`config.mk`:
```
export PLATFORM = sky130hd
export DESIGN_NAME = html_href_span_extractor
export DESIGN_NICKNAME = d
export VERILOG_FILES = /design/src/hw/rtl/hbx_pkg.sv /design/src/hw/rtl/hbx_scheme_check.sv /design/src/hw/rtl/hbx_parser.sv /design/src/hw/rtl/html_href_span_extractor.sv
export SDC_FILE = /design/constraint.sdc
export NUM_CORES = 1
export LEC_CHECK = 0
export ABC_AREA = 1
export BUFFER_PORTS_ARGS = -buffer_cell sky130_fd_sc_hd__buf_2
export CAP_MARGIN = 0
export CORE_UTILIZATION = 40
export CTS_BUF_LIST = sky130_fd_sc_hd__clkbuf_4 sky130_fd_sc_hd__clkbuf_8 sky130_fd_sc_hd__clkbuf_16
export CTS_CLUSTER_DIAMETER = 50
export CTS_CLUSTER_SIZE = 30
export DETAILED_ROUTE_END_ITERATION = 12
export GPL_TIMING_DRIVEN = 0
export PLACE_DENSITY = 0.56
export SKIP_LAST_GASP = 1
export SLEW_MARGIN = 40
export SYNTH_ARGS = -nofsm -noshare
export SYNTH_HDL_FRONTEND = slang
export SYNTH_SLANG_ARGS = --single-unit
```
`constraint.sdc`:
```
create_clock -name i_clk -period 2.95 [get_ports i_clk]
set_input_delay 0 -clock i_clk [delete_from_list [all_inputs] [get_ports i_clk]]
set_output_delay 0 -clock i_clk [all_outputs]
set_load 0.02 [all_outputs]
```
`src/hw/rtl/hbx_pkg.sv`:
```
// shared types, codes and constant tables of the href span extractor
package hbx_pkg;

    localparam int OFFSET_BITS_DEF = 24;
    localparam int START_W         = 24;
    localparam int LEN_W           = 16;
    localparam int BYTE_W          = 8;

    localparam logic [LEN_W-1:0] LIMIT_RESET  = 16'd4096;
    localparam logic             FILTER_RESET = 1'b1;
    localparam logic [LEN_W-1:0] LEN_MAX      = 16'hFFFF;

    // configuration register indexes
    localparam logic REG_LENGTH_LIMIT = 1'b0;
    localparam logic REG_SCHEME_FILTER = 1'b1;

    // parser phases
    localparam logic [1:0] PH_SCAN  = 2'd0;
    localparam logic [1:0] PH_QUOTE = 2'd1;
    localparam logic [1:0] PH_VALUE = 2'd2;
    localparam logic [1:0] PH_HALT  = 2'd3;

    localparam logic [BYTE_W-1:0] CHR_DQUOTE = 8'h22;
    localparam logic [BYTE_W-1:0] CHR_SQUOTE = 8'h27;
    localparam logic [BYTE_W-1:0] CHR_EQUALS = 8'h3D;
    localparam logic [BYTE_W-1:0] CHR_CASE   = 8'h20;
    localparam logic [BYTE_W-1:0] CHR_UP_A   = 8'h41;
    localparam logic [BYTE_W-1:0] CHR_UP_Z   = 8'h5A;
    localparam logic [BYTE_W-1:0] CHR_NUL    = 8'h00;
    localparam logic [BYTE_W-1:0] CHR_LOW_H  = 8'h68;

    localparam logic [BYTE_W-1:0] HREF_WORD [4] = '{8'h68, 8'h72, 8'h65, 8'h66};

    localparam int N_SCHEME   = 4;
    localparam int SCHEME_MAX = 11;

    localparam logic [BYTE_W-1:0] SCHEME_TEXT [N_SCHEME][SCHEME_MAX] = '{
        '{"j", "a", "v", "a", "s", "c", "r", "i", "p", "t", ":"},
        '{"m", "a", "i", "l", "t", "o", ":", 8'h00, 8'h00, 8'h00, 8'h00},
        '{"d", "a", "t", "a", ":", 8'h00, 8'h00, 8'h00, 8'h00, 8'h00, 8'h00},
        '{"t", "e", "l", ":", 8'h00, 8'h00, 8'h00, 8'h00, 8'h00, 8'h00, 8'h00}
    };

    localparam logic [3:0] SCHEME_LEN [N_SCHEME] = '{4'd11, 4'd7, 4'd5, 4'd4};

    typedef struct packed {
        logic [LEN_W-1:0] length_limit;
        logic             scheme_filter_on;
    } t_cfg;

    typedef struct packed {
        logic [LEN_W-1:0] value_length;
        logic             single_quoted;
    } t_span_info;

endpackage

```
`src/hw/rtl/hbx_scheme_check.sv`:
```
// prefix tracker for the blocked url schemes
module hbx_scheme_check
    import hbx_pkg::*;
(
    input  logic [BYTE_W-1:0]   i_byte,
    input  logic [LEN_W-1:0]    i_span_length,
    input  logic [N_SCHEME-1:0] i_alive,
    output logic [N_SCHEME-1:0] o_alive,
    output logic                o_hit
);

    logic [BYTE_W-1:0] lower;

    always_comb begin
        if (i_byte >= CHR_UP_A && i_byte <= CHR_UP_Z) begin
            lower = i_byte + CHR_CASE;
        end else begin
            lower = i_byte;
        end
    end

    always_comb begin
        o_alive = i_alive;
        o_hit   = 1'b0;
        for (int k = 0; k < N_SCHEME; k++) begin
            if (i_span_length < LEN_W'(SCHEME_LEN[k])) begin
                if (lower != SCHEME_TEXT[k][i_span_length[3:0]]) begin
                    o_alive[k] = 1'b0;
                end
            end
            if (i_alive[k] && i_span_length >= LEN_W'(SCHEME_LEN[k])) begin
                o_hit = 1'b1;
            end
        end
    end

endmodule

```
`src/hw/rtl/hbx_parser.sv`:
```
// per-byte parser state and span decision
module hbx_parser
    import hbx_pkg::*;
#(
    parameter int OFFSET_BITS = OFFSET_BITS_DEF
) (
    input  logic                   i_clk,
    input  logic                   i_rst_n,
    input  logic                   i_step,
    input  logic [BYTE_W-1:0]      i_byte,
    input  logic                   i_last,
    input  t_cfg                   i_cfg,
    output logic                   o_emit,
    output logic [OFFSET_BITS-1:0] o_start,
    output t_span_info             o_info
);

    logic [1:0]             r_phase,    n_phase;
    logic [2:0]             r_progress, n_progress;
    logic                   r_quote,    n_quote;
    logic [OFFSET_BITS-1:0] r_pos,      n_pos;
    logic [OFFSET_BITS-1:0] r_start,    n_start;
    logic [LEN_W-1:0]       r_len,      n_len;
    logic [N_SCHEME-1:0]    r_alive,    n_alive;

    logic [N_SCHEME-1:0]    chk_alive;
    logic                   chk_hit;
    logic [2:0]             scan_prog;
    logic                   scan_hit;
    logic [BYTE_W-1:0]      folded;
    logic [BYTE_W-1:0]      closer;
    logic [OFFSET_BITS-1:0] pos_inc;
    logic                   drop;

    hbx_scheme_check u_scheme (
        .i_byte        (i_byte),
        .i_span_length (r_len),
        .i_alive       (r_alive),
        .o_alive       (chk_alive),
        .o_hit         (chk_hit)
    );

    assign folded  = i_byte | CHR_CASE;
    assign closer  = r_quote ? CHR_SQUOTE : CHR_DQUOTE;
    assign pos_inc = r_pos + OFFSET_BITS'(1);
    assign drop    = (r_len == '0) || (r_len >= i_cfg.length_limit) ||
                     (i_cfg.scheme_filter_on && chk_hit);

    // a failed quote restarts the match from nothing
    assign scan_prog = (r_phase == PH_QUOTE) ? 3'd0 : r_progress;

    always_comb begin
        if (scan_prog < 3'd4) begin
            scan_hit = (folded == HREF_WORD[scan_prog[1:0]]);
        end else begin
            scan_hit = (i_byte == CHR_EQUALS);
        end
    end

    always_comb begin
        n_phase    = r_phase;
        n_progress = r_progress;
        n_quote    = r_quote;
        n_start    = r_start;
        n_len      = r_len;
        n_alive    = r_alive;
        n_pos      = pos_inc;
        o_emit     = 1'b0;

        if (r_phase != PH_HALT) begin
            if (i_byte == CHR_NUL) begin
                n_phase = PH_HALT;
            end else if (r_phase == PH_VALUE) begin
                if (i_byte == closer) begin
                    o_emit     = !drop;
                    n_phase    = PH_SCAN;
                    n_progress = 3'd0;
                end else begin
                    n_alive = chk_alive;
                    if (r_len != LEN_MAX) begin
                        n_len = r_len + LEN_W'(1);
                    end
                end
            end else if (r_phase == PH_QUOTE &&
                         (i_byte == CHR_DQUOTE || i_byte == CHR_SQUOTE)) begin
                n_quote = (i_byte == CHR_SQUOTE);
                n_start = pos_inc;
                n_len   = '0;
                n_alive = '1;
                n_phase = PH_VALUE;
            end else begin
                n_phase = PH_SCAN;
                if (scan_hit) begin
                    if (scan_prog >= 3'd4) begin
                        n_progress = 3'd0;
                        n_phase    = PH_QUOTE;
                    end else begin
                        n_progress = scan_prog + 3'd1;
                    end
                end else begin
                    n_progress = (folded == CHR_LOW_H) ? 3'd1 : 3'd0;
                end
            end
        end

        if (i_last) begin
            n_phase    = PH_SCAN;
            n_progress = 3'd0;
            n_quote    = 1'b0;
            n_pos      = '0;
            n_start    = '0;
            n_len      = '0;
            n_alive    = '1;
        end
    end

    always_ff @(posedge i_clk) begin
        if (!i_rst_n) begin
            r_phase    <= PH_SCAN;
            r_progress <= 3'd0;
            r_quote    <= 1'b0;
            r_pos      <= '0;
            r_start    <= '0;
            r_len      <= '0;
            r_alive    <= '1;
        end else if (i_step) begin
            r_phase    <= n_phase;
            r_progress <= n_progress;
            r_quote    <= n_quote;
            r_pos      <= n_pos;
            r_start    <= n_start;
            r_len      <= n_len;
            r_alive    <= n_alive;
        end
    end

    assign o_start             = r_start;
    assign o_info.value_length = r_len;
    assign o_info.single_quoted = r_quote;

endmodule

```
`src/hw/rtl/html_href_span_extractor.sv`:
```
// top level of the href span extractor: input register, config, result register
//
//  channel  | direction | handshake              | payload
//  ---------+-----------+------------------------+--------------------------------------
//  in       | in        | i_in_valid / o_in_stall | i_text_byte, i_doc_last
//  out      | out       | o_out_valid / i_out_stall | o_value_start, o_value_length,
//           |           |                        | o_single_quoted
//  cfg      | in        | i_cfg_valid / o_cfg_ready | i_cfg_index, i_cfg_data
//
// one byte per cycle unless stalled; bytes pass the input, then the result register
// the parser step between the input and result registers sets the rate
// synchronous active-low reset clears parser state and restores register defaults
// a stalled result holds the parser; input then fills its register and stalls
module html_href_span_extractor
    import hbx_pkg::*;
#(
    parameter int OFFSET_BITS = OFFSET_BITS_DEF
) (
    input  logic               i_clk,
    input  logic               i_rst_n,
    input  logic               i_in_valid,
    output logic               o_in_stall,
    input  logic [BYTE_W-1:0]  i_text_byte,
    input  logic               i_doc_last,
    output logic               o_out_valid,
    input  logic               i_out_stall,
    output logic [START_W-1:0] o_value_start,
    output logic [LEN_W-1:0]   o_value_length,
    output logic               o_single_quoted,
    input  logic               i_cfg_valid,
    output logic               o_cfg_ready,
    input  logic               i_cfg_index,
    input  logic [LEN_W-1:0]   i_cfg_data
);

    localparam int EXT_W = (OFFSET_BITS > START_W) ? OFFSET_BITS : START_W;

    t_cfg                   r_cfg;
    logic                   r_in_valid;
    logic [BYTE_W-1:0]      r_in_byte;
    logic                   r_in_last;
    logic                   r_out_valid;
    logic [START_W-1:0]     r_out_start;
    t_span_info             r_out_info;

    logic                   advance;
    logic                   emit;
    logic [OFFSET_BITS-1:0] span_start;
    logic [EXT_W-1:0]       start_ext;
    t_span_info             span_info;

    assign advance    = r_in_valid && (!r_out_valid || !i_out_stall);
    assign o_in_stall = r_in_valid && !advance;
    assign o_cfg_ready = 1'b1;
    assign start_ext  = EXT_W'(span_start);

    hbx_parser #(
        .OFFSET_BITS (OFFSET_BITS)
    ) u_parser (
        .i_clk   (i_clk),
        .i_rst_n (i_rst_n),
        .i_step  (advance),
        .i_byte  (r_in_byte),
        .i_last  (r_in_last),
        .i_cfg   (r_cfg),
        .o_emit  (emit),
        .o_start (span_start),
        .o_info  (span_info)
    );

    always_ff @(posedge i_clk) begin
        if (!i_rst_n) begin
            r_cfg.length_limit     <= LIMIT_RESET;
            r_cfg.scheme_filter_on <= FILTER_RESET;
        end else if (i_cfg_valid) begin
            unique case (i_cfg_index)
                REG_LENGTH_LIMIT:  r_cfg.length_limit     <= i_cfg_data;
                REG_SCHEME_FILTER: r_cfg.scheme_filter_on <= i_cfg_data[0];
                default: ;
            endcase
        end
    end

    // input register
    always_ff @(posedge i_clk) begin
        if (!i_rst_n) begin
            r_in_valid <= 1'b0;
        end else if (!o_in_stall) begin
            r_in_valid <= i_in_valid;
        end
    end

    always_ff @(posedge i_clk) begin
        if (i_in_valid && !o_in_stall) begin
            r_in_byte <= i_text_byte;
            r_in_last <= i_doc_last;
        end
    end

    // result register
    always_ff @(posedge i_clk) begin
        if (!i_rst_n) begin
            r_out_valid <= 1'b0;
        end else if (advance) begin
            r_out_valid <= emit;
        end else if (!i_out_stall) begin
            r_out_valid <= 1'b0;
        end
    end

    always_ff @(posedge i_clk) begin
        if (advance && emit) begin
            r_out_start <= start_ext[START_W-1:0];
            r_out_info  <= span_info;
        end
    end

    assign o_out_valid     = r_out_valid;
    assign o_value_start   = r_out_start;
    assign o_value_length  = r_out_info.value_length;
    assign o_single_quoted = r_out_info.single_quoted;

endmodule

```
==> flow_summary_export.csv <==
group,metric,value,unit
outcome,run_status,"finished clean",
yosys,yosys-top-cells-area,"dfxtp_1 25%, edfxtp_1 21%, nand2_1 9.6%",
route,vias_per_cell,5.04,
finish,antenna_cells,0,
power,ir_worst_vdd,0.456,mV
yosys,muxShareOfSynthArea,0,%
finish,final_cells,1305,
finish,finalNetCount,1126,
flow_run,cap_violations,0,
route,route.detailed.drc,0,
yosys,synth-edff-count,50,
yosys,synth_flop_cell,"dfxtp_1",
setup_path,r2r_slack,0.22,ns
yosys,yosysWarningCount,0,
floorplan,ios,75,
floorplan,die_area,18800,um2
grt,grt_pass1_vias,6228,
setup_path,reg2reg_depth,13,
hold_path,hold_start,"i_rst_n",
clock_tree,clk_latency,0.43,ns
timing,maxSlewViolCount,0,
yosys,synthXorXnorAreaFrac,3.11,%
clock_tree,cts_buffer_depth,2,
timing,slew_headroom,58.3,%
setup_path,critPathArrivalTime,2.85,ns
hold_path,hold_depth,4,
place,dp.cells,1238,
finish,multi_input_area,3400,um2
route,drt_wl_total,19.4,mm
clock_tree,cts_buffers,17,
clock_tree,cts_tree,"yes",
finish,nFillCells,1752,
hold_path,holdCritPathClass,"input pin to flip-flop",
yosys,synthArstFlopShare,0,%
power,power.density,529,nW/um2
power,p_leak,0.00374,uW
route,drtIter0Drc,373,
grt,grt-ovfl-total,0,
timing,final.period_utilization,92.4,%
yosys,synth_top_family_by_area,"simple AND/OR/NAND/NOR gates",
setup_path,endpoint_kind,"flip-flop",
setup_path,cpPeakStageDelay,0.46,ns
clock_tree,cts.sinks,143,
floorplan,die_x,137,um
grt,grt_pass1_wl,31.2,mm
yosys,post-synth-top-area-cell,"dfxtp_1",
setup_path,crit_fanout,11,
finish,regArea,3360,um2
clock_tree,htree_levels,4,
finish,final_layout_size_suffix_gt1_share,13.3,%
route,ant_nets,0,
setup_path,crit_slowest_cell,"dfxtp_1",
timing,final.setup_skew,0.0100,ns
yosys,synth_compound_area_share,14.6,%
grt,grt_use_total,21.7,%
yosys,synth_seq_cells,143,
grt,antenna_found_initial,0,
floorplan,start_util,40.8,%
yosys,synthTopCellsByCount,"187 x nand2_1, 103 x a21oi_1, 94 x nor2_1, 93 x dfxtp_1, 91 x inv_1",
setup_path,setup.worst_path.class,"flip-flop to flip-flop",
floorplan,core_area,18000,um2
finish,syn_to_final_growth,21.9,%
route,dr.pass1.iters,5,
timing,setup_viol,0,
place,place.gp.congestion,0.889,
yosys,netlist_instances,935,
setup_path,startpoint_type,"flip-flop",
hold_path,worst_hold_path.endpoint,"u_parser.r_alive[2]",
setup_path,path_buf_inv,2,
setup_path,r2r_end,"o_value_length[5]",
yosys,ys_seq_area_share,45.9,%
floorplan,die_y,137,um
setup_path,required,3.07,ns
clock_tree,root_buffer,"clkbuf_16",
grt,grt_max_degree,31,
timing,clock.fmax,367,MHz
timing,timing.final.ws_setup,0.223,ns
setup_path,critPathTopFamily,"simple AND/OR/NAND/NOR gates",
route,wl_per_cell,14.9,um
route,via_count,6583,
yosys,avgSynthCellArea,7.83,um2
place,dp_slack,-0.0397,ns
clock_tree,path_clk_slew,0.06,ns
timing,fin_crit,2.73,ns
floorplan,std_cell_rows,49,
yosys,synthAdderAreaFrac,5.47,%
place,io_buffers,73,
yosys,netlist.area_leader.share,25.4,%
yosys,synth.most_common_cell,"nand2_1",
yosys,syn-num-nets,998,
yosys,synth_area,7320,um2
yosys,yosys.area_share.simple,23.2,%
setup_path,path_cells,"ha_1 > nand2_1 > nand2_1 > nor2_1 > nand2_1 > nand2_1 > nand3_1 > nor2_1 > nor2_1 > nor2_1 > nand4_1 > clkinv_4 > buf_4",
place,dp_hpwl,13.7,mm
setup_path,r2r-start,"u_parser.r_len[1]",
timing,rsz0062_at_grt,"false",
timing,tightest_slew,0.625,ns
yosys,synth_cell_types,37,
timing,hold_violations,0,
## power breakdown
group          total (uW)  internal, uW  leakage [uW]  switching [uW]
Clock                2070          1180      0.000266             890
Combinational         482           183       0.00220             299
Sequential           2160          2110       0.00127            55.9
## tightest hold or removal path, cell delays in order
cell and delay (ns):
buf_2 0.13, inv_1 0.09, nor2_1 0.14, nand2_1 0.10
## flip-flops by register name (all words and copies together) (netlist names), 2 cells and up
register,flops
u_parser.o_start,24
u_parser.r_phase,2
u_parser.r_progress,3
o_value_start,24
o_value_length,16
r_in_byte,8
u_parser.r_alive,4
r_cfg,17
u_parser.r_pos,24
u_parser.r_len,16
## routing by layer
metal  vias to the layer above  part of all wire (%)  global-route usage [%]
li1                       3396                     -                       -
met1                      3044                    46                    27.0
met2                       119                    49                    37.3
met3                        24                   3.1                    4.12
met4                         0                   1.8                    7.63
met5                         -                     0                       0
## layout make-up
cell class,count,share of cell area (%)
repair buffers,109,8.22
clock buffers,18,4.85
multi-input cells,659,38.1
well taps,229,3.21
plain buffers,38,2.30
clock inverters,14,1.51
inverters,95,4.10
flip-flops and latches,143,37.7
## layout by cell type (no fill, tap or decap), drive strengths merged
cell type    instances
and2                 1
nand3b               1
nor3                27
o21a                 1
nand2              188
a211oi               2
o211ai               5
edfxtp              50
o2111ai              1
nor4                 5
nand3               49
o21ai               87
or2                  6
bufinv               1
clkinv               5
o21bai               3
a21oi              103
xor2                25
clkbuf              41
conb                 1
xnor2                1
a311o                1
dfxtp               93
inv                 97
clkinvlp             6
ha                  32
a31oi                2
nor2                96
buf                 90
dlygate4sd3         34
nand4               22
## what timing repair did
action / 4_1_cts / 5_1_grt
pin swaps: 0 / 0
setup endpoints to repair: 30 / 30
setup buffers: 0 / 1
gates resized for setup: 3 / 1
hold buffers: 34 / 0
hold endpoints to repair: 28 / 0
## kinds of logic (layout without fill, tap and decap cells)
family	after synthesis	count (layout)
compound gates	205	205
simple gates	395	395
xor+xnor	26	26
other cells	1	1
buf+inv	133	274
fa+ha+maj	32	32
flops	143	143
## how the worst max path moves through the flow
stage / depth (start not counted) / start / to
detailed placement: 13 / u_parser.r_len[2] / o_value_length[13]
CTS: 13 / u_parser.r_len[1] / o_value_length[15]
finish: 13 / u_parser.r_len[1] / o_value_length[5]
floorplan: 12 / u_parser.r_len[3] / o_single_quoted
global placement: 12 / u_parser.r_len[3] / o_value_length[13]
global route: 13 / u_parser.r_len[1] / o_value_length[7]
## stage by stage
stage               setup TNS, ns  utilization, %  hold WS (ns)  power, uW  area (um2)
floorplan                       0               -        0.0989       2510        7320
global placement           -37.14            44.4         0.178       2650        7970
detailed placement          -1.03            44.5         0.179       2650        8000
CTS                             0            49.6        0.0616       4760        8910
global route                    0            49.7         0.130       4910        8920
finish                          0            49.7        0.0703       4720        8920
Power figures use the tool's default switching activity.
